$ cat config.mk
export PLATFORM = sky130hd
export DESIGN_NAME = md5_message_digest_top
export DESIGN_NICKNAME = d
export VERILOG_FILES = /design/src/md5_pkg.sv /design/src/md5_message_digest_top.sv /design/src/md5_round.sv
export SDC_FILE = /design/constraint.sdc
export NUM_CORES = 2
export LEC_CHECK = 0
export BUFFER_PORTS_ARGS = -buffer_cell sky130_fd_sc_hd__buf_2
export CORE_MARGIN = 2
export CORE_UTILIZATION = 45
export CTS_CLUSTER_DIAMETER = 80
export DETAILED_ROUTE_END_ITERATION = 8
export PLACE_DENSITY = 0.63
export SETUP_SLACK_MARGIN = 0.1
export SLEW_MARGIN = 20
export SYNTH_ARGS = -nofsm -noshare
export SYNTH_HDL_FRONTEND = slang
export SYNTH_HIERARCHICAL = 1
export SYNTH_SLANG_ARGS = --single-unit
$ cat constraint.sdc
create_clock -name i_clk -period 19.87 [get_ports i_clk]
set_clock_uncertainty 0.15 [all_clocks]
set_input_delay 3.974 -clock i_clk [delete_from_list [all_inputs] [get_ports i_clk]]
set_output_delay 3.974 -clock i_clk [all_outputs]
set_load 0.005 [all_outputs]
$ cat src/md5_pkg.sv
package md5_pkg;

    typedef enum logic [2:0] {
        ST_IDLE,
        ST_PAD,
        ST_COMP,
        ST_FIN,
        ST_OUT
    } t_state;

    localparam logic [31:0] INIT_A = 32'h67452301;
    localparam logic [31:0] INIT_B = 32'hefcdab89;
    localparam logic [31:0] INIT_C = 32'h98badcfe;
    localparam logic [31:0] INIT_D = 32'h10325476;

    function automatic logic [31:0] round_k(input logic [5:0] i);
        logic [31:0] k;
        begin
            case (i)
                6'd0: k = 32'hd76aa478;  6'd1: k = 32'he8c7b756;
                6'd2: k = 32'h242070db;  6'd3: k = 32'hc1bdceee;
                6'd4: k = 32'hf57c0faf;  6'd5: k = 32'h4787c62a;
                6'd6: k = 32'ha8304613;  6'd7: k = 32'hfd469501;
                6'd8: k = 32'h698098d8;  6'd9: k = 32'h8b44f7af;
                6'd10: k = 32'hffff5bb1; 6'd11: k = 32'h895cd7be;
                6'd12: k = 32'h6b901122; 6'd13: k = 32'hfd987193;
                6'd14: k = 32'ha679438e; 6'd15: k = 32'h49b40821;
                6'd16: k = 32'hf61e2562; 6'd17: k = 32'hc040b340;
                6'd18: k = 32'h265e5a51; 6'd19: k = 32'he9b6c7aa;
                6'd20: k = 32'hd62f105d; 6'd21: k = 32'h02441453;
                6'd22: k = 32'hd8a1e681; 6'd23: k = 32'he7d3fbc8;
                6'd24: k = 32'h21e1cde6; 6'd25: k = 32'hc33707d6;
                6'd26: k = 32'hf4d50d87; 6'd27: k = 32'h455a14ed;
                6'd28: k = 32'ha9e3e905; 6'd29: k = 32'hfcefa3f8;
                6'd30: k = 32'h676f02d9; 6'd31: k = 32'h8d2a4c8a;
                6'd32: k = 32'hfffa3942; 6'd33: k = 32'h8771f681;
                6'd34: k = 32'h6d9d6122; 6'd35: k = 32'hfde5380c;
                6'd36: k = 32'ha4beea44; 6'd37: k = 32'h4bdecfa9;
                6'd38: k = 32'hf6bb4b60; 6'd39: k = 32'hbebfbc70;
                6'd40: k = 32'h289b7ec6; 6'd41: k = 32'heaa127fa;
                6'd42: k = 32'hd4ef3085; 6'd43: k = 32'h04881d05;
                6'd44: k = 32'hd9d4d039; 6'd45: k = 32'he6db99e5;
                6'd46: k = 32'h1fa27cf8; 6'd47: k = 32'hc4ac5665;
                6'd48: k = 32'hf4292244; 6'd49: k = 32'h432aff97;
                6'd50: k = 32'hab9423a7; 6'd51: k = 32'hfc93a039;
                6'd52: k = 32'h655b59c3; 6'd53: k = 32'h8f0ccc92;
                6'd54: k = 32'hffeff47d; 6'd55: k = 32'h85845dd1;
                6'd56: k = 32'h6fa87e4f; 6'd57: k = 32'hfe2ce6e0;
                6'd58: k = 32'ha3014314; 6'd59: k = 32'h4e0811a1;
                6'd60: k = 32'hf7537e82; 6'd61: k = 32'hbd3af235;
                6'd62: k = 32'h2ad7d2bb; 6'd63: k = 32'heb86d391;
                default: k = 32'h0;
            endcase
            return k;
        end
    endfunction

    function automatic logic [4:0] rot_amount(input logic [5:0] i);
        logic [4:0] s;
        begin
            case ({i[5:4], i[1:0]})
                4'd0: s = 5'd7;   4'd1: s = 5'd12;  4'd2: s = 5'd17;  4'd3: s = 5'd22;
                4'd4: s = 5'd5;   4'd5: s = 5'd9;   4'd6: s = 5'd14;  4'd7: s = 5'd20;
                4'd8: s = 5'd4;   4'd9: s = 5'd11;  4'd10: s = 5'd16; 4'd11: s = 5'd23;
                4'd12: s = 5'd6;  4'd13: s = 5'd10; 4'd14: s = 5'd15; 4'd15: s = 5'd21;
                default: s = 5'd0;
            endcase
            return s;
        end
    endfunction

endpackage

$ cat src/md5_message_digest_top.sv
// MD5 digest over a byte stream.
// Input channel (i_valid/o_ready): one word per item with i_data_byte, i_byte_present
// and i_message_end. An item with a byte writes it into the 64-byte block buffer;
// the 64th byte of a block starts a compression of 64 rounds, one round
// per cycle through a single round unit, then a fold into the chain.
// o_ready is low while the block pads, compresses or outputs.
// At message end the block writes 0x80, zero padding and the 64-bit length one
// byte a cycle, compresses one or two blocks, then sends 16 digest bytes on the
// output channel (o_valid/i_ready), byte 0 first, o_digest_last on the final.
// A stalled receiver holds the current digest byte; nothing else advances.
// 0x80 at offset 56 or later needs a second block for the length.
// Reset restores the initial chaining values and a zero bit count; the buffer
// needs no clearing. After the digest the chain and count return to reset state.
module md5_message_digest_top (
    input  logic       i_clk,
    input  logic       i_rst_n,
    input  logic       i_valid,
    output logic       o_ready,
    input  logic [7:0] i_data_byte,
    input  logic       i_byte_present,
    input  logic       i_message_end,
    output logic       o_valid,
    input  logic       i_ready,
    output logic [7:0] o_digest_byte,
    output logic       o_digest_last
);
    md5_pkg::t_state r_state, n_state;
    logic [31:0] r_mem [0:15];
    logic [63:0] r_cnt, n_cnt;
    logic [63:0] r_len, n_len;
    logic [5:0]  r_pos, n_pos;
    logic        r_fin, n_fin;
    logic        r_pad, n_pad;
    logic        r_done, n_done;
    logic        r_lenblk, n_lenblk;
    logic [5:0]  r_rnd, n_rnd;
    logic [3:0]  r_oidx, n_oidx;
    logic [31:0] r_h [0:3];
    logic [31:0] r_a, r_b, r_c, r_d, n_a, n_b, n_c, n_d;
    logic        wr_en;
    logic [5:0]  wr_addr;
    logic [7:0]  wr_data;
    logic [3:0]  g;
    logic [31:0] w;
    logic [31:0] rnd_b;
    logic        ld_chain, upd_chain, rst_chain;
    logic [31:0] dword;
    logic [1:0]  oword;

    always_comb begin
        case (r_rnd[5:4])
            2'd0:    g = r_rnd[3:0];
            2'd1:    g = 4'(5 * r_rnd[3:0] + 1);
            2'd2:    g = 4'(3 * r_rnd[3:0] + 5);
            default: g = 4'(7 * r_rnd[3:0]);
        endcase
    end

    assign w = r_mem[g];

    md5_round u_round (
        .i_idx (r_rnd),
        .i_a   (r_a),
        .i_b   (r_b),
        .i_c   (r_c),
        .i_d   (r_d),
        .i_w   (w),
        .o_b   (rnd_b)
    );

    always_comb begin
        n_state   = r_state;
        n_cnt     = r_cnt;
        n_len     = r_len;
        n_pos     = r_pos;
        n_fin     = r_fin;
        n_pad     = r_pad;
        n_done    = r_done;
        n_lenblk  = r_lenblk;
        n_rnd     = r_rnd;
        n_oidx    = r_oidx;
        n_a       = r_a;
        n_b       = r_b;
        n_c       = r_c;
        n_d       = r_d;
        wr_en     = 1'b0;
        wr_addr   = r_pos;
        wr_data   = 8'h00;
        ld_chain  = 1'b0;
        upd_chain = 1'b0;
        rst_chain = 1'b0;
        o_ready   = 1'b0;
        o_valid   = 1'b0;
        case (r_state)
            md5_pkg::ST_IDLE: begin
                o_ready = 1'b1;
                if (i_valid) begin
                    if (i_byte_present) begin
                        wr_en   = 1'b1;
                        wr_addr = r_cnt[8:3];
                        wr_data = i_data_byte;
                        n_cnt   = r_cnt + 64'd8;
                    end
                    n_len = i_byte_present ? r_cnt + 64'd8 : r_cnt;
                    n_pos = i_byte_present ? r_cnt[8:3] + 6'd1 : r_cnt[8:3];
                    if (i_message_end) begin
                        n_fin  = 1'b1;
                        n_pad  = 1'b1;
                        n_done = 1'b0;
                    end
                    if (i_byte_present && r_cnt[8:3] == 6'd63) begin
                        ld_chain = 1'b1;
                        n_rnd    = '0;
                        n_state  = md5_pkg::ST_COMP;
                    end else if (i_message_end) begin
                        n_state = md5_pkg::ST_PAD;
                    end
                end
            end
            md5_pkg::ST_PAD: begin
                wr_en = 1'b1;
                if (r_fin) begin
                    wr_data  = 8'h80;
                    n_fin    = 1'b0;
                    n_lenblk = r_pos < 6'd56;
                end else if (r_lenblk && r_pos >= 6'd56) begin
                    wr_data = r_len[{r_pos[2:0], 3'b000} +: 8];
                end
                n_pos = r_pos + 6'd1;
                if (r_pos == 6'd63) begin
                    if (!r_fin && r_lenblk) begin
                        n_done = 1'b1;
                    end
                    ld_chain = 1'b1;
                    n_rnd    = '0;
                    n_state  = md5_pkg::ST_COMP;
                end
            end
            md5_pkg::ST_COMP: begin
                n_a   = r_d;
                n_d   = r_c;
                n_c   = r_b;
                n_b   = rnd_b;
                n_rnd = r_rnd + 6'd1;
                if (r_rnd == 6'd63) begin
                    n_state = md5_pkg::ST_FIN;
                end
            end
            md5_pkg::ST_FIN: begin
                upd_chain = 1'b1;
                if (!r_pad) begin
                    n_state = md5_pkg::ST_IDLE;
                end else if (!r_done) begin
                    // length did not fit: a second padding block follows
                    n_lenblk = 1'b1;
                    n_state  = md5_pkg::ST_PAD;
                end else begin
                    n_oidx  = '0;
                    n_state = md5_pkg::ST_OUT;
                end
            end
            md5_pkg::ST_OUT: begin
                o_valid = 1'b1;
                if (i_ready) begin
                    n_oidx = r_oidx + 4'd1;
                    if (r_oidx == 4'd15) begin
                        rst_chain = 1'b1;
                        n_cnt     = '0;
                        n_pad     = 1'b0;
                        n_done    = 1'b0;
                        n_state   = md5_pkg::ST_IDLE;
                    end
                end
            end
            default: n_state = md5_pkg::ST_IDLE;
        endcase
    end

    assign oword = r_oidx[3:2];
    always_comb begin
        case (oword)
            2'd0:    dword = r_h[0];
            2'd1:    dword = r_h[1];
            2'd2:    dword = r_h[2];
            default: dword = r_h[3];
        endcase
    end
    assign o_digest_byte = dword[{r_oidx[1:0], 3'b000} +: 8];
    assign o_digest_last = (r_oidx == 4'd15);

    always_ff @(posedge i_clk) begin
        if (!i_rst_n) begin
            r_state  <= md5_pkg::ST_IDLE;
            r_cnt    <= '0;
            r_fin    <= 1'b0;
            r_rnd    <= '0;
            r_oidx   <= '0;
            r_pad    <= 1'b0;
            r_done   <= 1'b0;
            r_lenblk <= 1'b0;
            r_h[0]   <= md5_pkg::INIT_A;
            r_h[1]   <= md5_pkg::INIT_B;
            r_h[2]   <= md5_pkg::INIT_C;
            r_h[3]   <= md5_pkg::INIT_D;
        end else begin
            r_state  <= n_state;
            r_cnt    <= n_cnt;
            r_fin    <= n_fin;
            r_rnd    <= n_rnd;
            r_oidx   <= n_oidx;
            r_pad    <= n_pad;
            r_done   <= n_done;
            r_lenblk <= n_lenblk;
            if (rst_chain) begin
                r_h[0] <= md5_pkg::INIT_A;
                r_h[1] <= md5_pkg::INIT_B;
                r_h[2] <= md5_pkg::INIT_C;
                r_h[3] <= md5_pkg::INIT_D;
            end else if (upd_chain) begin
                r_h[0] <= r_h[0] + r_a;
                r_h[1] <= r_h[1] + r_b;
                r_h[2] <= r_h[2] + r_c;
                r_h[3] <= r_h[3] + r_d;
            end
        end
    end

    always_ff @(posedge i_clk) begin
        r_len <= n_len;
        r_pos <= n_pos;
        if (ld_chain) begin
            r_a <= r_h[0];
            r_b <= r_h[1];
            r_c <= r_h[2];
            r_d <= r_h[3];
        end else begin
            r_a <= n_a;
            r_b <= n_b;
            r_c <= n_c;
            r_d <= n_d;
        end
        if (wr_en) begin
            r_mem[wr_addr[5:2]][{wr_addr[1:0], 3'b000} +: 8] <= wr_data;
        end
    end

    assert property (@(posedge i_clk) disable iff (!i_rst_n)
        o_valid |-> !o_ready)
        else $error("digest output overlaps input acceptance");
    assert property (@(posedge i_clk) disable iff (!i_rst_n)
        (r_state == md5_pkg::ST_COMP && r_rnd == 6'd63) |=> r_state == md5_pkg::ST_FIN)
        else $error("compression did not end after 64 rounds");
    assert property (@(posedge i_clk) disable iff (!i_rst_n)
        (o_valid && i_ready && o_digest_last) |=> (r_cnt == 64'd0 && !o_valid))
        else $error("state not restored after digest");
endmodule

$ cat src/md5_round.sv
module md5_round (
    input  logic [5:0]  i_idx,
    input  logic [31:0] i_a,
    input  logic [31:0] i_b,
    input  logic [31:0] i_c,
    input  logic [31:0] i_d,
    input  logic [31:0] i_w,
    output logic [31:0] o_b
);
    logic [31:0] f;
    logic [31:0] t;
    logic [63:0] dbl;
    logic [4:0]  s;

    always_comb begin
        case (i_idx[5:4])
            2'd0:    f = (i_b & i_c) | (~i_b & i_d);
            2'd1:    f = (i_b & i_d) | (i_c & ~i_d);
            2'd2:    f = i_b ^ i_c ^ i_d;
            default: f = i_c ^ (i_b | ~i_d);
        endcase
        t   = i_a + f + i_w + md5_pkg::round_k(i_idx);
        s   = md5_pkg::rot_amount(i_idx);
        dbl = {t, t} << s;
        o_b = i_b + dbl[63:32];
    end
endmodule
Word-level counts from Yosys, hierarchy flattened
Memories as Yosys holds them, arrays and structs flattened. A register that Yosys moved wholly into a read port is not among the register bits.
Cells that the tools add are included.

cells by class
  $add $sub $neg = 16
  $mul = 3
  magnitude comparators = 2
  equal/unequal tests = 25
  shift-type cells = 5
  multiplexer cells = 95
  bitwise operators = 20
  reduce and logical (&&, ||, !) cells = 24

operators by type and width
  operator                                              count
  2-to-1 mux 32 bit                                     17
  adder 32 bit                                          8
  2-to-1 mux 64 bit                                     4
  case mux 32 bit (3 select lines)                      2
  bitwise AND 32 bit                                    4
  case mux 64 bit (2 select lines)                      1
  bitwise OR 32 bit                                     3
  XOR 32 bit                                            3
  adder 64 x 4 -> 64 bit, second input constant         1
  NOT 32 bit                                            2
  variable part select 64 x 7 -> 8 bit                  1
  left shift 64 x 5 -> 64 bit                           1
  2-to-1 mux 6 bit                                      10
  2-to-1 mux 8 bit                                      4
  variable shift 8 x 7 -> 32 bit, first input constant  1
  variable part select 32 x 6 -> 8 bit                  1
  variable part select 8 x 7 -> 32 bit                  1
  2-to-1 mux 1 bit                                      31
  2-to-1 mux 3 bit                                      9
  != test 2 bit, second input constant                  12
  2-to-1 mux 4 bit                                      5
  adder 6 x 1 -> 6 bit, second input constant           3
  == test 6 bit, second input constant                  3
  case mux 6 bit (3 select lines)                       1
  34 further kinds                                      62

storage, ports and cells
  register bits after elaboration = 279
  bits in writable memories = 640
  memory bits (read-only) = 2128
  input port bits = 14
  logic and storage cells = 208
  memories = 4

memories
  memory           depth  width  rd ports  clocked after Yosys merged registers in  wr ports  line                          RTL
  (no name shown)  64     32     1         1                                        0         md5_pkg.sv:19                 case (i)
  r_mem            16     32     1         0                                        1         md5_message_digest_top.sv:28  logic [31:0] r_mem [0:15];
  r_h              4      32     4         0                                        4         md5_message_digest_top.sv:38  logic [31:0] r_h [0:3];
  (no name shown)  16     5      1         1                                        0         md5_pkg.sv:61                 case ({i[5:4], i[1:0]})

Longest topological paths before layout
  word-level depth = 11
  gate-level depth with buffers = 43
  depth with buffers taken out = 43

Hierarchy
The synthesis kept the hierarchy.

by module, submodules not included
  module                  times used  cells each  area an instance (µm²)
  md5_message_digest_top  1           3265        44610.3
  md5_round               1           1796        11971.5

Least setup slack after synthesis
Ideal clock, no wire load.

  path kind = register -> register
  start point = register r_rnd[0]
  end point = register r_b[30] (data pin)
  arrival = 9.810 ns
  required time = 19.460 ns
  slack = 9.650 ns
  stages on the path, launching flop included = 42
  clock period less this slack = 10.220 ns
  cell sequence = dfxtp_1 inv_1 fa_1 inv_1 ha_1 mux4_2 clkbuf_1 clkbuf_1 a211oi_1 a21oi_1 fa_1 inv_1 fa_1 inv_1 ha_1 inv_1 fa_1 nand2b_1 [6 not listed] and2_1 nor3_1 a31o_2 mux2i_1 ha_1 fa_1 a21o_1 a21oi_1 o21ai_1 nand3_1 a31oi_1 a311o_1 a21o_1 a21o_1 or4b_1 a31oi_1 xnor2_1 mux2_2

between the ends
  cells in the longest elaborated chain, start to end = 10
  elaborated cells between the ends (all ways) = 13
  those cells by class = add/sub: 5; mul: 3; shift: 1; mux: 3; memory: 1

ends and longest elaborated chain
  element                                                                        line                                                        RTL
  start: declaration                                                             md5_message_digest_top.sv:36                                logic [5:0] r_rnd, n_rnd;
  start signal: assignment                                                       md5_message_digest_top.sv:209                               r_rnd <= n_rnd;
  multiplier 2 x 4 -> 4 bit / multiplier 3 x 4 -> 4 bit (equally long branches)  md5_message_digest_top.sv:54, md5_message_digest_top.sv:53
  adder 4 x 3 -> 4 bit / adder 4 x 1 -> 4 bit (equally long branches)            md5_message_digest_top.sv:54, md5_message_digest_top.sv:53
  case mux 4 bit (3 select lines) (*)                                            md5_message_digest_top.sv:51                                case (r_rnd[5:4])
  memory (16 x 32 bit) (*)                                                       -
  via w[0]                                                                       md5_message_digest_top.sv:44                                logic [31:0] w;
  adder 32 bit (*) (2 in a row)                                                  md5_round.sv:22                                             t = i_a + f + i_w + md5_pkg::round_k(i_idx);
  left shift 64 x 5 -> 64 bit (*)                                                md5_round.sv:24                                             dbl = {t, t} << s;
  adder 32 bit (*)                                                               md5_round.sv:25                                             o_b = i_b + dbl[63:32];
  2-to-1 mux 32 bit (*)                                                          md5_message_digest_top.sv:94                                case (r_state)
  via n_b[30]                                                                    md5_message_digest_top.sv:39                                logic [31:0] r_a, r_b, r_c, r_d, n_a, n_b, n_c, n_d;
  2-to-1 mux 32 bit (*)                                                          md5_message_digest_top.sv:231                               if (ld_chain) begin
  end signal: assignment                                                         md5_message_digest_top.sv:233                               r_b <= r_h[1];
  end signal: assignment                                                         md5_message_digest_top.sv:238                               r_b <= n_b;
  end: declaration                                                               md5_message_digest_top.sv:39

The timed path passes the listed nets; every way through them passes the cells marked *. The select of a mux whose other input is x is not followed.
A chain may end at the register's enable or synchronous reset.

Worst setup path after layout
  start point = register r_rnd[2]
  end point = register r_b[31] (data pin)

The elaborated chain is that of the path after synthesis.

==> flow_metrics.env <==
export IMPL_outcome="completed"
export IMPL_drcViolationCount=0
export IMPL_grt_util_all_layers=0.261
export IMPL_setup_worst_path_start_class="flop"
export IMPL_total_power_mw=6.07
export IMPL_start_util=0.452
export IMPL_ratio_of_cells_with_drive_above_1_in_the_final_layout=0.135
export IMPL_synth_net_count=5368
export IMPL_synth_enable_flop_cells=803
export IMPL_dieHeight_um=359
export IMPL_cts_setup_buffers=0
export IMPL_io_pins=25
export IMPL_hp_start="r_cnt[62]"
export IMPL_fraction_of_synthesized_cell_area_in_xor_and_xnor_cells=0.0422
export IMPL_criticalPathCategory="flop to flop"
export IMPL_cp_max_fo=72
export IMPL_post_synth_and_or_nand_nor_area_fraction=0.112
export IMPL_port_buffers=24
export IMPL_top_cells_by_area_synth="edfxtp_1 (43%), mux4_2 (7.6%), ha_1 (5.0%)"
export IMPL_die_x_extent_um=359
export IMPL_synth_top_area_share=0.426
export IMPL_maxSlewHeadroom=0.169
export IMPL_worstSetupEndpointType="flop"
export IMPL_globalplace_congestion=0.954
export IMPL_syn_area_mm2=0.0566
export IMPL_synth_compound_area_share=0.145
export IMPL_post_cts_resized_instances=0
export IMPL_tritoncts="done"
export IMPL_route_antenna_remaining_nets=0
export IMPL_yosys_warnings=6
export IMPL_drt_first_iter_violations=4752
export IMPL_powerDensity_mw_per_mm2=98.4
export IMPL_post_synth_fa_ha_maj_area_fraction=0.0794
export IMPL_grt_start_max_net_pins=129
export IMPL_post_synth_mux_area_share=0.122
export IMPL_drv_max_cap_violation_count=0
export IMPL_largest_family_of_logic_cells_by_synthesized_area="compound AO/OA/AOI/OAI gates"
export IMPL_number_of_antenna_violations_at_the_first_check_in_global_routing=6
export IMPL_worst_vdd_drop_uv=82.8
export IMPL_hold_end="r_cnt[62]"
export IMPL_rows=130
export IMPL_finalWorstPathRequiredPeriod_ns=12.71
export IMPL_setup_violators_final=0
export IMPL_rr_endpoint="r_b[31]"
export IMPL_detail_route_vias_per_cell=6.21
export IMPL_core_region_area_mm2=0.125
export IMPL_die_area_mm2=0.129
export IMPL_vias=41600
export IMPL_syn_instance_count=5061
export IMPL_leakage_nw=22.6
export IMPL_min_period_over_period=0.640
export IMPL_worstHoldPathCells=1
export IMPL_rsz_0062_raised_after_global_routing="no"
export IMPL_cts_root_buffer_cell="clkbuf_16"
export IMPL_dr_pass1_iters=6
export IMPL_n_antenna_cell=0
export IMPL_ff2ff_setup_slack_ns=7.16
export IMPL_fillers=11200
export IMPL_clk_path_buf_depth=3
export IMPL_final_max_slew_violation_count=0
export IMPL_timing_worst_slew_pin_value_ns=1.24
export IMPL_hold_path_class="flop to flop"
export IMPL_rr_startpoint="r_rnd[2]"
export IMPL_critical_path_slowest_cell="dfxtp_4"
export IMPL_max_clock_freq_ghz=0.0787
export IMPL_cp_data_required_time_ns=20.14
export IMPL_worst_path_largest_cell_delay_ns=0.81
export IMPL_asyncSetResetFlopFracSynth=0
export IMPL_worstRegToRegCells=38
export IMPL_synthDistinctLibCells=101
export IMPL_nNetsFinal=5269
export IMPL_flow_area_growth_from_synthesis_pct=8.94
export IMPL_postSynthRegisterBits=913
export IMPL_hold_viol_final=0
export IMPL_grt_overflow=0
export IMPL_grt_pass1_wl_um=254000
export IMPL_worst_skew_pair_late_latency_ns=0.72
export IMPL_routed_wire_length_per_instance_um=25.3
export IMPL_clock_sinks=913
export IMPL_part_of_the_yosys_area_used_for_sequential_elements=0.465
export IMPL_holdBufCountCts=0
export IMPL_yosys_most_used_dff="edfxtp_1"
export IMPL_final_setup_worst_slack_ns=7.16
export IMPL_post_synth_cell_area_avg_um2=11.2
export IMPL_preCtsSetupSlack_ns=7.34
export IMPL_regArea_mm2=0.0263
export IMPL_cts_max_level=3
export IMPL_tns_ns=0
export IMPL_multi_input_gate_area_in_the_final_layout_mm2=0.0285
export IMPL_worst_setup_hold_path_clk_slew_ns=0.06
export IMPL_grt_pass1_vias=39200
export IMPL_dp_hpwl_um=121000
export IMPL_cts_buffers_inserted=100
export IMPL_timing_critical_path_arrival_ns=12.98
export IMPL_detailed_route_wire_length_um=170000
export IMPL_post_route_util=0.492
export IMPL_largest_area_contributor_in_the_synthesized_netlist="edfxtp_1"
==> sequential cells by signal (all words and copies together) (netlist names), 6 cells and up <==
signal	flops
r_h	128
r_d	32
r_b	32
r_a	32
r_pos	6
r_mem	512
r_rnd	6
r_c	32
r_cnt	61
r_len	61
==> synthesized netlist by cell type (11+ instances only) <==
library cell	number
nand4_1	39
a22oi_1	20
edfxtp_1	803
o21ai_0	258
mux2_2	148
and3_1	45
buf_2	48
buf_1	41
mux4_2	192
nand3b_1	11
nor2_1	431
clkbuf_1	186
nor2b_1	93
nor3_1	93
a31oi_1	113
a22o_1	16
or3_1	13
o21a_1	22
a311oi_1	15
o221ai_1	34
o31ai_1	24
and2_1	33
xnor2_1	137
fa_1	69
maj3_1	31
nand3_1	120
o22ai_1	12
mux2i_1	87
nand2b_1	21
xor2_1	134
a21boi_0	27
o211ai_1	31
a21o_1	117
dfxtp_1	110
ha_1	224
or2_2	23
a211o_1	13
nand2_1	354
nor4_1	11
o21ai_1	11
a211oi_1	78
inv_1	212
o21bai_1	25
a21oi_1	375
==> worst max path at each step <==
| stage | from | to | slack, ns |
|---|---|---|---|
| detailed placement | r_rnd[2] | r_b[31] | 7.34 |
| CTS | r_rnd[5] | r_b[31] | 7.25 |
| global placement | r_rnd[4] | r_b[31] | 7.36 |
| floorplan | r_rnd[0] | r_b[30] | 9.65 |
| finish | r_rnd[2] | r_b[31] | 7.16 |
| global route | r_rnd[5] | r_b[31] | 6.48 |
==> power by group <==
part / total, mW / internal [mW] / switching [mW] / leakage, nW
clock network: 1.91 / 1.09 / 0.821 / 1.62
logic: 1.92 / 0.775 / 1.15 / 12.0
registers: 2.24 / 2.18 / 0.0576 / 9.00
total: 6.07 / 4.04 / 2.03 / 22.6
==> per-layer routing <==
| metal | up-vias | share of wire | track usage |
|---|---|---|---|
| met5 | - | 0.00080 | 0.00370 |
| met4 | 12 | 0.037 | 0.0923 |
| met1 | 20700 | 0.43 | 0.374 |
| met2 | 1684 | 0.45 | 0.403 |
| li1 | 18900 | - | - |
| met3 | 294 | 0.075 | 0.0417 |
==> worst max-delay path: cells and delay by family, from the launching register on <==
kind                     cells  cell delay, ns
AO/OA/AOI/OAI               14            4.08
flip-flops                   1            0.81
AND/OR/NAND/NOR              5            0.99
XOR/XNOR                     3            0.53
multiplexers                 5            1.85
adder cells (fa/ha/maj)      6            2.60
buffers and inverters        5            1.25
==> kinds of logic (layout without fill, tap and decap cells) <==
family,count (synthesis),count (layout)
multiplexers,429,429
XOR/XNOR,272,272
adder cells (fa/ha/maj),324,324
AO/OA/AOI/OAI,1292,1292
flip-flops,913,913
AND/OR/NAND/NOR,1336,1336
buffers and inverters,495,483
==> stage by stage <==
step,cell area [µm²],hold WS (ns),cells
4_1_cts,61600,0.335,6699
5_1_grt,61600,0.362,6699
6_report,61600,0.338,6699
3_3_place_gp,58200,0.306,6510
2_1_floorplan,56600,0.290,5061
3_5_place_dp,58200,0.323,6510
==> cell type report <==
cell class	count	area share
Multi-Input combinational cell	3653	0.462
Sequential cell	913	0.427
Clock buffer	131	0.0436
Tap cell	1650	0.0335
Inverter	215	0.0131
Clock inverter	58	0.0114
Timing Repair Buffer	79	0.00885
==> layout by cell type, fill, tap and decap left out, types with 78 or more instances in the layout <==
cell type  count
a211oi_1      78
a21o_1       117
a21oi_1      374
a31oi_1      113
clkbuf_16    100
dfxtp_1      104
edfxtp_1     803
ha_1         224
inv_1        209
mux2_2       148
mux2i_1       86
mux4_2       191
nand2_1      352
nand3_1      120
nor2_1       419
nor2b_1       85
nor3_1        92
o21ai_0      255
xnor2_1      135
xor2_1       133
Power figures use the tool's default switching activity.
